File: config.mk
export PLATFORM = sky130hd
export DESIGN_NAME = login_keystream_cipher
export DESIGN_NICKNAME = d
export VERILOG_FILES = /design/src/rtl/lkc_pkg.sv /design/src/rtl/lkc_mul.sv /design/src/rtl/lkc_keyupd.sv /design/src/rtl/login_keystream_cipher.sv
export SDC_FILE = /design/constraint.sdc
export NUM_CORES = 2
export LEC_CHECK = 0
export BUFFER_PORTS_ARGS = -buffer_cell sky130_fd_sc_hd__buf_2
export CORE_MARGIN = 2
export CORE_UTILIZATION = 55
export DETAILED_ROUTE_END_ITERATION = 10
export HOLD_SLACK_MARGIN = 0.1
export PLACE_DENSITY = 0.72
export SYNTH_ARGS = -nofsm -noshare
export SYNTH_HDL_FRONTEND = slang
export SYNTH_SLANG_ARGS = --single-unit
File: constraint.sdc
create_clock -name clk -period 11.4 [get_ports clk]
set_clock_uncertainty 0.05 [all_clocks]
set_input_delay 1.71 -clock clk [delete_from_list [all_inputs] [get_ports clk]]
set_output_delay 1.71 -clock clk [all_outputs]
set_load 0.02 [all_outputs]
File: src/rtl/lkc_pkg.sv
package lkc_pkg;

    // Register indexes on the configuration port.
    localparam logic [2:0] REG_MODE          = 3'd0;
    localparam logic [2:0] REG_SHARD_VARIANT = 3'd1;
    localparam logic [2:0] REG_SEED_VALUE    = 3'd2;
    localparam logic [2:0] REG_SEED_SALT     = 3'd3;
    localparam logic [2:0] REG_KEY_CONST_ONE = 3'd4;
    localparam logic [2:0] REG_KEY_CONST_TWO = 3'd5;
    localparam logic [2:0] REG_KEY_CONST_THR = 3'd6;

    // Key update rules. Any other code runs the three-constant shift.
    localparam logic [1:0] MODE_THREE_CONST = 2'd0;
    localparam logic [1:0] MODE_TWO_CONST   = 2'd1;
    localparam logic [1:0] MODE_MULTIPLY    = 2'd2;
    localparam logic [1:0] MODE_SPARE       = 2'd3;

    // Input item kinds.
    localparam logic KIND_LOAD    = 1'b0;
    localparam logic KIND_ENCRYPT = 1'b1;

    // Key derivation constants.
    localparam logic [31:0] SEED_LOW_MASK  = 32'hffffaaaa;
    localparam logic [31:0] SHARD_CONST_1  = 32'h12340000;
    localparam logic [31:0] SHARD_CONST_0  = 32'h43210000;
    localparam logic [31:0] SEED_HIGH_MIX  = 32'habcdffff;

    // Multiply rule constants.
    localparam logic [31:0] MUL_SQ_ONE  = 32'h35ce9581;
    localparam logic [31:0] MUL_ADD_ONE = 32'h07afcc37;
    localparam logic [31:0] MUL_SQ_ZERO = 32'h4c3a1353;
    localparam logic [31:0] MUL_ADD_ZERO = 32'h16ef783f;

    localparam int CFG_DATA_W = 32;
    localparam int CFG_INDEX_W = 3;

    typedef struct packed {
        logic [1:0]  mode;
        logic        shard_variant;
        logic [31:0] seed_value;
        logic [31:0] seed_salt;
        logic [31:0] key_const_one;
        logic [31:0] key_const_two;
        logic [31:0] key_const_three;
    } cfg_t;

    typedef struct packed {
        logic start;
        logic load;
    } cmd_t;

endpackage

File: src/rtl/lkc_mul.sv
// Shared 32 by 32 multiplier that keeps the low half of the product,
// with the result registered.
module lkc_mul
(
    input  logic        clk,
    input  logic [31:0] a,
    input  logic [31:0] b,
    output logic [31:0] prod
);

    logic [31:0] prod_reg;
    logic [31:0] prod_next;

    assign prod_next = a * b;

    always_ff @(posedge clk)
    begin
        prod_reg <= prod_next;
    end

    assign prod = prod_reg;

endmodule

File: src/rtl/lkc_keyupd.sv
// Key state and its update sequencer. Derivation and the shift rules finish
// in the start cycle; the multiply rule runs eleven steps through the shared
// multiplier and one adder.
module lkc_keyupd
(
    input  logic          clk,
    input  logic          rst_n,
    input  lkc_pkg::cfg_t cfg,
    input  lkc_pkg::cmd_t cmd,
    output logic          done,
    output logic [7:0]    key_low
);

    localparam logic [1:0] ST_IDLE = 2'd0;
    localparam logic [1:0] ST_MUL  = 2'd1;
    localparam logic [1:0] ST_FIN  = 2'd2;

    localparam logic [3:0] STEP_SHIFT_ONE = 4'd2;
    localparam logic [3:0] STEP_ACC_ONE   = 4'd3;
    localparam logic [3:0] STEP_KEY_ONE   = 4'd5;
    localparam logic [3:0] STEP_SHIFT_ZERO = 4'd7;
    localparam logic [3:0] STEP_ACC_ZERO  = 4'd8;
    localparam logic [3:0] STEP_LAST      = 4'd10;

    logic [1:0]  state_reg, state_next;
    logic [3:0]  step_reg, step_next;
    logic [31:0] key0_reg, key0_next;
    logic [31:0] key1_reg, key1_next;
    logic [31:0] acc_reg, acc_next;

    logic [31:0] mul_a, mul_b, prod;
    logic [31:0] add_a, add_b, sum;
    logic [31:0] ns, shard_c, shift_a;
    logic [31:0] simple0, simple1;

    lkc_mul u_mul
    (
        .clk  (clk),
        .a    (mul_a),
        .b    (mul_b),
        .prod (prod)
    );

    // Multiplier operands for each step of the multiply rule.
    always_comb
    begin
        mul_a = 32'd0;
        mul_b = 32'd0;
        unique case (step_reg)
            4'd0:
            begin
                mul_a = key1_reg;
                mul_b = 32'd5;
            end
            4'd1:
            begin
                mul_a = prod;
                mul_b = key1_reg;
            end
            4'd2:
            begin
                mul_a = key1_reg;
                mul_b = cfg.key_const_one;
            end
            4'd3:
            begin
                mul_a = key0_reg;
                mul_b = key0_reg;
            end
            4'd4:
            begin
                mul_a = prod;
                mul_b = lkc_pkg::MUL_SQ_ONE;
            end
            4'd5:
            begin
                mul_a = key0_reg;
                mul_b = 32'd3;
            end
            4'd6:
            begin
                mul_a = prod;
                mul_b = key0_reg;
            end
            4'd7:
            begin
                mul_a = key0_reg;
                mul_b = cfg.key_const_two;
            end
            4'd8:
            begin
                mul_a = key1_reg;
                mul_b = key1_reg;
            end
            4'd9:
            begin
                mul_a = prod;
                mul_b = lkc_pkg::MUL_SQ_ZERO;
            end
            default:
            begin
                mul_a = 32'd0;
                mul_b = 32'd0;
            end
        endcase
    end

    // The single adder either starts a sum with the shifted constant or adds
    // the last product to the running sum.
    always_comb
    begin
        priority if (step_reg == STEP_SHIFT_ONE)
        begin
            add_a = cfg.key_const_one >> prod[4:0];
            add_b = lkc_pkg::MUL_ADD_ONE;
        end
        else if (step_reg == STEP_SHIFT_ZERO)
        begin
            add_a = cfg.key_const_two >> prod[4:0];
            add_b = lkc_pkg::MUL_ADD_ZERO;
        end
        else
        begin
            add_a = acc_reg;
            add_b = prod;
        end
    end

    assign sum = add_a + add_b;

    assign ns = ~cfg.seed_value;
    assign shard_c = cfg.shard_variant ? lkc_pkg::SHARD_CONST_1 : lkc_pkg::SHARD_CONST_0;

    // Shift rules; the first rotated word is shared by both.
    assign shift_a = {key0_reg[0], key1_reg[31:1]} ^ cfg.key_const_one;
    always_comb
    begin
        if (cfg.mode == lkc_pkg::MODE_TWO_CONST)
        begin
            simple0 = {key1_reg[0], key0_reg[31:1]} ^ cfg.key_const_two;
            simple1 = shift_a;
        end
        else
        begin
            simple0 = {key1_reg[0], key0_reg[31:1]} ^ cfg.key_const_three;
            simple1 = {key0_reg[0], shift_a[31:1]} ^ cfg.key_const_two;
        end
    end

    always_comb
    begin
        state_next = state_reg;
        step_next  = step_reg;
        key0_next  = key0_reg;
        key1_next  = key1_reg;
        acc_next   = acc_reg;
        unique case (state_reg)
            ST_IDLE:
            begin
                if (cmd.start)
                begin
                    if (cmd.load)
                    begin
                        key0_next = {(ns[15:0] ^ cfg.seed_salt[15:0]),
                                     (cfg.seed_value[15:0] ^ lkc_pkg::SEED_LOW_MASK[15:0])};
                        key1_next = {(ns[31:16] ^ lkc_pkg::SEED_HIGH_MIX[31:16]),
                                     (cfg.seed_value[31:16] ^ shard_c[31:16])};
                        state_next = ST_FIN;
                    end
                    else if (cfg.mode == lkc_pkg::MODE_MULTIPLY)
                    begin
                        step_next  = 4'd0;
                        state_next = ST_MUL;
                    end
                    else
                    begin
                        key0_next  = simple0;
                        key1_next  = simple1;
                        state_next = ST_FIN;
                    end
                end
            end
            ST_MUL:
            begin
                step_next = step_reg + 4'd1;
                if (step_reg == STEP_SHIFT_ONE || step_reg == STEP_ACC_ONE ||
                    step_reg == STEP_SHIFT_ZERO || step_reg == STEP_ACC_ZERO)
                begin
                    acc_next = sum;
                end
                if (step_reg == STEP_KEY_ONE)
                begin
                    key1_next = sum;
                end
                if (step_reg == STEP_LAST)
                begin
                    key0_next  = sum;
                    state_next = ST_FIN;
                end
            end
            ST_FIN:
            begin
                state_next = ST_IDLE;
            end
            default:
            begin
                state_next = ST_IDLE;
            end
        endcase
    end

    always_ff @(posedge clk or negedge rst_n)
    begin
        if (!rst_n)
        begin
            state_reg <= ST_IDLE;
            step_reg  <= 4'd0;
            key0_reg  <= 32'd0;
            key1_reg  <= 32'd0;
        end
        else
        begin
            state_reg <= state_next;
            step_reg  <= step_next;
            key0_reg  <= key0_next;
            key1_reg  <= key1_next;
        end
    end

    always_ff @(posedge clk)
    begin
        acc_reg <= acc_next;
    end

    assign done    = (state_reg == ST_FIN);
    assign key_low = key0_reg[7:0];

endmodule

File: src/rtl/login_keystream_cipher.sv
// Byte stream cipher with a 64-bit key state kept as two 32-bit words. A load
// item (kind 0) derives both key words from the seed registers and gives no
// result. An encrypt item (kind 1) returns its byte XORed with the low byte of
// key word zero, with last_in copied to last_out, and then advances the key
// state by the rule in the mode register. In the multiply mode the update
// needs ten dependent 32-bit products, and they go one per cycle through a
// single shared multiplier under a step counter, with one adder summing the
// terms. The block takes one item at a time; the result sits in an output
// register, and the next item is accepted while it still waits to be taken.
// Only if that item produces its own result before the first one is gone
// does the block hold until the output register frees up. Configuration is a
// plain write port and must only be written while the block is idle.
module login_keystream_cipher
(
    input  logic                             clk,
    input  logic                             rst_n,

    input  logic                             cfg_write,
    input  logic [lkc_pkg::CFG_INDEX_W-1:0]  cfg_index,
    input  logic [lkc_pkg::CFG_DATA_W-1:0]   cfg_data,

    input  logic                             in_valid,
    output logic                             in_stall,
    input  logic                             kind,
    input  logic [7:0]                       data_byte,
    input  logic                             last_in,

    output logic                             out_valid,
    input  logic                             out_stall,
    output logic [7:0]                       cipher_byte,
    output logic                             last_out
);

    localparam logic [1:0] T_IDLE = 2'd0;
    localparam logic [1:0] T_RUN  = 2'd1;
    localparam logic [1:0] T_EMIT = 2'd2;

    lkc_pkg::cfg_t cfg_reg;
    lkc_pkg::cmd_t cmd;

    logic [1:0] state_reg, state_next;
    logic       in_accept;
    logic       out_free;
    logic       upd_done;
    logic [7:0] key_low;

    // The pending result is formed at acceptance, from the key before update.
    logic       pend_has_reg;
    logic [7:0] pend_byte_reg;
    logic       pend_last_reg;

    logic       out_valid_reg, out_valid_next;
    logic [7:0] cipher_byte_reg;
    logic       last_out_reg;
    logic       out_load;

    // Configuration registers.
    always_ff @(posedge clk or negedge rst_n)
    begin
        if (!rst_n)
        begin
            cfg_reg <= '0;
        end
        else if (cfg_write)
        begin
            unique case (cfg_index)
                lkc_pkg::REG_MODE:          cfg_reg.mode <= cfg_data[1:0];
                lkc_pkg::REG_SHARD_VARIANT: cfg_reg.shard_variant <= cfg_data[0];
                lkc_pkg::REG_SEED_VALUE:    cfg_reg.seed_value <= cfg_data[31:0];
                lkc_pkg::REG_SEED_SALT:     cfg_reg.seed_salt <= cfg_data[31:0];
                lkc_pkg::REG_KEY_CONST_ONE: cfg_reg.key_const_one <= cfg_data[31:0];
                lkc_pkg::REG_KEY_CONST_TWO: cfg_reg.key_const_two <= cfg_data[31:0];
                lkc_pkg::REG_KEY_CONST_THR: cfg_reg.key_const_three <= cfg_data[31:0];
                default:                    cfg_reg <= cfg_reg;
            endcase
        end
    end

    assign in_stall  = (state_reg != T_IDLE);
    assign in_accept = in_valid && !in_stall;
    assign out_free  = !out_valid_reg || !out_stall;

    assign cmd.start = in_accept;
    assign cmd.load  = (kind == lkc_pkg::KIND_LOAD);

    lkc_keyupd u_keyupd
    (
        .clk     (clk),
        .rst_n   (rst_n),
        .cfg     (cfg_reg),
        .cmd     (cmd),
        .done    (upd_done),
        .key_low (key_low)
    );

    // Item control: run the key update, then hand an encrypt result to the output
    // register, waiting there only while the output register is still full.
    always_comb
    begin
        state_next = state_reg;
        out_load   = 1'b0;
        unique case (state_reg)
            T_IDLE:
            begin
                if (in_accept)
                begin
                    state_next = T_RUN;
                end
            end
            T_RUN:
            begin
                if (upd_done)
                begin
                    if (!pend_has_reg)
                    begin
                        state_next = T_IDLE;
                    end
                    else if (out_free)
                    begin
                        out_load   = 1'b1;
                        state_next = T_IDLE;
                    end
                    else
                    begin
                        state_next = T_EMIT;
                    end
                end
            end
            T_EMIT:
            begin
                if (out_free)
                begin
                    out_load   = 1'b1;
                    state_next = T_IDLE;
                end
            end
            default:
            begin
                state_next = T_IDLE;
            end
        endcase
    end

    always_comb
    begin
        out_valid_next = out_valid_reg;
        if (out_load)
        begin
            out_valid_next = 1'b1;
        end
        else if (out_valid_reg && !out_stall)
        begin
            out_valid_next = 1'b0;
        end
    end

    always_ff @(posedge clk or negedge rst_n)
    begin
        if (!rst_n)
        begin
            state_reg     <= T_IDLE;
            pend_has_reg  <= 1'b0;
            out_valid_reg <= 1'b0;
        end
        else
        begin
            state_reg     <= state_next;
            out_valid_reg <= out_valid_next;
            if (in_accept)
            begin
                pend_has_reg <= (kind == lkc_pkg::KIND_ENCRYPT);
            end
        end
    end

    always_ff @(posedge clk)
    begin
        if (in_accept)
        begin
            pend_byte_reg <= data_byte ^ key_low;
            pend_last_reg <= last_in;
        end
        if (out_load)
        begin
            cipher_byte_reg <= pend_byte_reg;
            last_out_reg    <= pend_last_reg;
        end
    end

    assign out_valid   = out_valid_reg;
    assign cipher_byte = cipher_byte_reg;
    assign last_out    = last_out_reg;

endmodule
Word-level counts from Yosys, hierarchy flattened --
Index checks and enable logic that the tools add are counted.
Storage, ports and cells: word-level logic and storage cells 140, input port bits 50, register bits after elaboration 303
Operators by class: equality and inequality tests 31, mux-type cells 40, shifts and indexed selects 2, bitwise logic cells 10, reduce and logical (&&, ||, !) cells 34, add/sub/neg operators 2, multipliers 1
Operators by type and width (number):
- $mux 32 | 14
- $pmux 32 s8 | 1
- $pmux 32 s2 | 2
- $xor 32x32->32 | 4
- $pmux 32 s3 | 1
- $shr 32x5->32 | 2
- $add 32x32->32 | 1
- $mul 32x32->32 | 1
- $not 32->32 | 1
- $xor 16x16->16 | 2
- $mux 31 | 1
- $mux 2 | 9
- $reduce_and 2->1 | 9
- $eq 4x3->1 const B | 4
- $eq 4x4->1 const B | 3
- $mux 4 | 3
- $reduce_and 4->1 | 3
- $not 10->10 | 1
- $eq 3x3->1 const B | 3
- $eq 4x2->1 const B | 2
- $ne 2x1->1 const B | 4
- $ne 2x2->1 const B | 4
- $not 8->8 | 1
- $pmux 4 s2 | 1
- 23 further kinds | 43

Logic depth before layout (Yosys ltp) --
word-level depth 7, mapped depth 38, depth with buffers taken out 32

Cells and area by module --
Synthesis repeated with hierarchy kept, for this count alone.
Second synthesis, totals: cells, all modules 3874, area total of the unflattened synthesis 36600.1 µm²
Modules (own cells, without submodules):
- lkc_mul | cells each 1743, sequential area each 640.6 µm², area an instance 16429.5 µm², instances 1
- lkc_keyupd | cells each 1726, sequential area each 2712.6 µm², area an instance 13196.4 µm², instances 1
- login_keystream_cipher | cells each 405, sequential area each 4719.5 µm², area an instance 6974.2 µm², instances 1

Worst setup path before layout --
Ideal clock, no wire load.
path type flip-flop to flip-flop, from reg u_keyupd.step_reg[0], to reg u_keyupd.u_mul.prod_reg[30], in the netlist u_keyupd.u_mul.prod[30], stages on the path, launching flop included 32, required time 11.232 ns, buffers on the path 5, arrival 8.473 ns, path slack 2.759 ns, path through dfrtp_1 inv_1 ha_1 mux2_4 and2_4 buf_6 buf_6 buf_4 a221oi_1 clkbuf_1 clkbuf_1 nor2_1 fa_1 inv_1 fa_1 fa_1 fa_1 inv_1 fa_1 inv_1 fa_1 inv_1 fa_1 fa_1 ha_1 nand4_1 or3_1 o21ai_0 a211o_1 a31o_2 a21oi_1 xnor2_1
Between the ends: word-level cells in the longest chain between the ends 4, elaborated cells on any way between the ends 18, classes of those cells 1 x mul; 9 x eq/ne; 2 x mux; 6 x reduce/logical
Ends and longest elaborated chain:
- start, declared | line lkc_keyupd.sv:26 | logic [3:0] step_reg, step_next;
- start signal, assigned | line lkc_keyupd.sv:224 | step_reg <= step_next;
- $eq 4x1->1 (tied with other cells) | line lkc_keyupd.sv:49 | unique case (step_reg)
- $reduce_or 2->1 (no line) (tied with other cells)
- $pmux 32 s8 / $pmux 32 s3 (equally long branches) | line lkc_keyupd.sv:49
- $mul 32x32->32 * | line lkc_mul.sv:14 | assign prod_next = a * b;
- net u_keyupd.u_mul.prod_next[30] | line lkc_mul.sv:12 | logic [31:0] prod_next;
- end signal, assigned | line lkc_mul.sv:18 | prod_reg <= prod_next;
- end, declared | line lkc_mul.sv:11 | logic [31:0] prod_reg;
The timed path passes the listed nets; every way through them passes the cells marked *. A chain may end at the register's enable or synchronous reset.

Worst setup path after layout --
Same ends and word-level chain as after synthesis.

==> flow_summary.ini <==
[place]
dp_slack_ns = 1.46
place.gp.congestion = 1.06
portBuffers = 60
hpwl_microns = 109000

[global_route]
gr-usage-met2_pct = 63.5
use_met1_pct = 53.7
grt_pass1_wl_microns = 210000
antenna_found_initial = 9
track_usage_pct = 43.5
grt_use_met3_pct = 12.5
top_usage_layer = met2
grt_pass1_vias = 30681
grt-ovfl-total = 0
grt_max_degree = 112

[cells_and_area]
largest_reg_flops = 147
final_common_cell = inv_1
drive_gt1_share_pct = 12.7
nets = 4483
syn_to_final_growth_pct = 7.02
nFillCells = 5649
final_cell_mix = 489 x inv_1, 438 x nor2_1, 413 x nand2_1, 409 x fa_1, 220 x dfrtp_1

[worst_setup_path]
cp-endpoint = u_keyupd.u_mul.prod[30]$_DFF_P_
r2r_cells = 27
r2r_slack_ns = 1.26
endpoint_kind = flip-flop
r2r-start = u_keyupd.step_reg[0]$_DFFE_PN0P_
startpoint = u_keyupd.step_reg[0]$_DFFE_PN0P_
path_class = reg -> reg
path_max_fanout = 36
r2r-end = u_keyupd.u_mul.prod[30]$_DFF_P_
cp.required_ns = 11.83
critPathArrivalTime_ns = 10.56
startpoint_type = flip-flop

[drt]
postRouteAntennaNets = 0
viasPerCell = 6.56
routed_wirelength_microns = 145000
first_pass_iters = 8
vias = 31195
post_drt_wl_per_cell_microns = 30.4
drc = 0
drt_iter0_drc = 4234

[sta]
fin_ws_ns = 1.26
slew_violations = 0
setup_violations = 0
finalCriticalPeriod_ns = 10.14
layout_worst_path_cycle_share_pct = 88.9
worst_slew_margin_rel_pct = 10.6
clock.fmax_ghz = 0.0986
rsz0062_at_grt = false
fin_tns_setup_ns = 0
hold_viol_final = 0
tightest_slew_ns = 1.34

[hold_path]
min_path_type = reg -> reg

[logic_synthesis]
async_reset_ff_share_pct = 72.9
yosys_warnings = 0
syn_inst = 3905
synth-edff-count = 50
seq_area_frac_synth_pct = 21.3
avgSynthCellArea_sq_um = 9.21
ys_types = 92
ys_ff_latch = 303
synth_top_flop_cell = dfrtp_1
syn_area_sq_um = 36000
synth_fp_nets = 4525

[die]
die_w_microns = 260
die_area_sq_um = 67500
core_sq_um = 64600
die_y_microns = 260
num_rows = 93
ios = 61
start_util_pct = 55.7

[clocking]
cts_tree = done
htree_num_levels = 2
clock_path_buffers = 3
cts_hold_buf = 0
cts_made_buffers = 37
cts_setup_buffers = 0
clock_latency_ns = 0.60
root_buffer = clkbuf_16
clkTransAtPathRegs_ns = 0.06
cts.sinks = 303
cts_resized = 0

[job]
max-cap-violations = 0

[outcome]
status = complete, no violations
[cell usage after synthesis, drive strengths merged, types with 34 or more instances]
master / count / area [sq um]
a211oi: 68 / 521
a21oi: 166 / 838
and2: 35 / 221
buf: 50 / 302
clkbuf: 181 / 679
dfrtp: 221 / 5530
edfxtp: 50 / 1500
fa: 409 / 8190
ha: 161 / 2010
inv: 491 / 1840
mux2: 174 / 1960
mux2i: 95 / 963
mux4: 38 / 856
nand2: 413 / 1550
nand2b: 34 / 215
nor2: 442 / 1670
o21ai: 140 / 701
xnor2: 137 / 1210
xor2: 93 / 815
[metrics by stage]
step / instances / utilization (%) / cell area (sq um) / hold slack, ns
3_3_place_gp: 4678 / 57.5 / 37200 / 0.351
6_report: 4753 / 59.6 / 38500 / 0.369
4_1_cts: 4746 / 59.5 / 38500 / 0.369
2_1_floorplan: 3905 / - / 36000 / 0.350
5_1_grt: 4748 / 59.6 / 38500 / 0.378
3_5_place_dp: 4678 / 57.5 / 37200 / 0.355
[routing by layer]
layer,part of all wire (%),wire [microns]
met2,42,60700
met5,0.047,68
met1,35,50700
met3,12,17900
met4,11,15300
[cell families after synthesis]
kind of cell	after synthesis	share of synthesized area, %
adders and majority gates	570	28.4
DFF	303	21.3
AOI/OAI and AO/OA	677	12.9
buffers and inverters	724	7.87
xor gates and xnor gates	234	5.88
and+or+nand+nor	1090	13.2
muxes	307	10.5
[final cells by class]
| cell class | count | area, sq um | share of cell area, % |
|---|---|---|---|
| Multi-Input combinational cell | 2878 | 25600 | 66.5 |
| Inverter | 493 | 1850 | 4.81 |
| Tap cell | 855 | 1070 | 2.78 |
| Clock buffer | 46 | 980 | 2.55 |
| Antenna cell | 6 | 15.0 | 0.0390 |
| Sequential cell | 303 | 7680 | 20.0 |
| Timing Repair Buffer | 150 | 990 | 2.57 |
| Clock inverter | 22 | 324 | 0.842 |
[critical path: stages (launching register included)]
cell     delay [ns]
dfrtp_1        0.45
inv_1          0.11
ha_1           0.57
mux2i_4        0.23
nor2_4         0.82
a22oi_1        0.26
and2_1         0.53
nor2_1         0.27
fa_1           0.46
fa_1           0.50
fa_1           0.52
inv_1          0.05
fa_1           0.47
inv_1          0.05
fa_1           0.49
inv_1          0.05
fa_1           0.53
inv_1          0.05
fa_1           0.50
fa_1           0.42
ha_1           0.40
nand4_1        0.26
or3_1          0.44
o21ai_0        0.90
a211o_1        0.26
a31o_2         0.15
a21oi_1        0.07
xnor2_1        0.12
[worst min-delay path by stage]
stage                     slack [ns]                        to  depth (start not counted)                  startpoint
after floorplan                 0.35  cipher_byte[0]$_DFFE_PP_                          0  pend_byte_reg[0]$_DFFE_PP_
after global placement          0.35  cipher_byte[4]$_DFFE_PP_                          0  pend_byte_reg[4]$_DFFE_PP_
after detailed placement        0.36  cipher_byte[7]$_DFFE_PP_                          0  pend_byte_reg[7]$_DFFE_PP_
after CTS                       0.37  cipher_byte[7]$_DFFE_PP_                          0  pend_byte_reg[7]$_DFFE_PP_
after global routing            0.38  cipher_byte[7]$_DFFE_PP_                          0  pend_byte_reg[7]$_DFFE_PP_
final                           0.37  cipher_byte[7]$_DFFE_PP_                          0  pend_byte_reg[7]$_DFFE_PP_
Power is not shown: default switching activity piles up to over one toggle a cycle in this logic, so the estimate is an artifact.
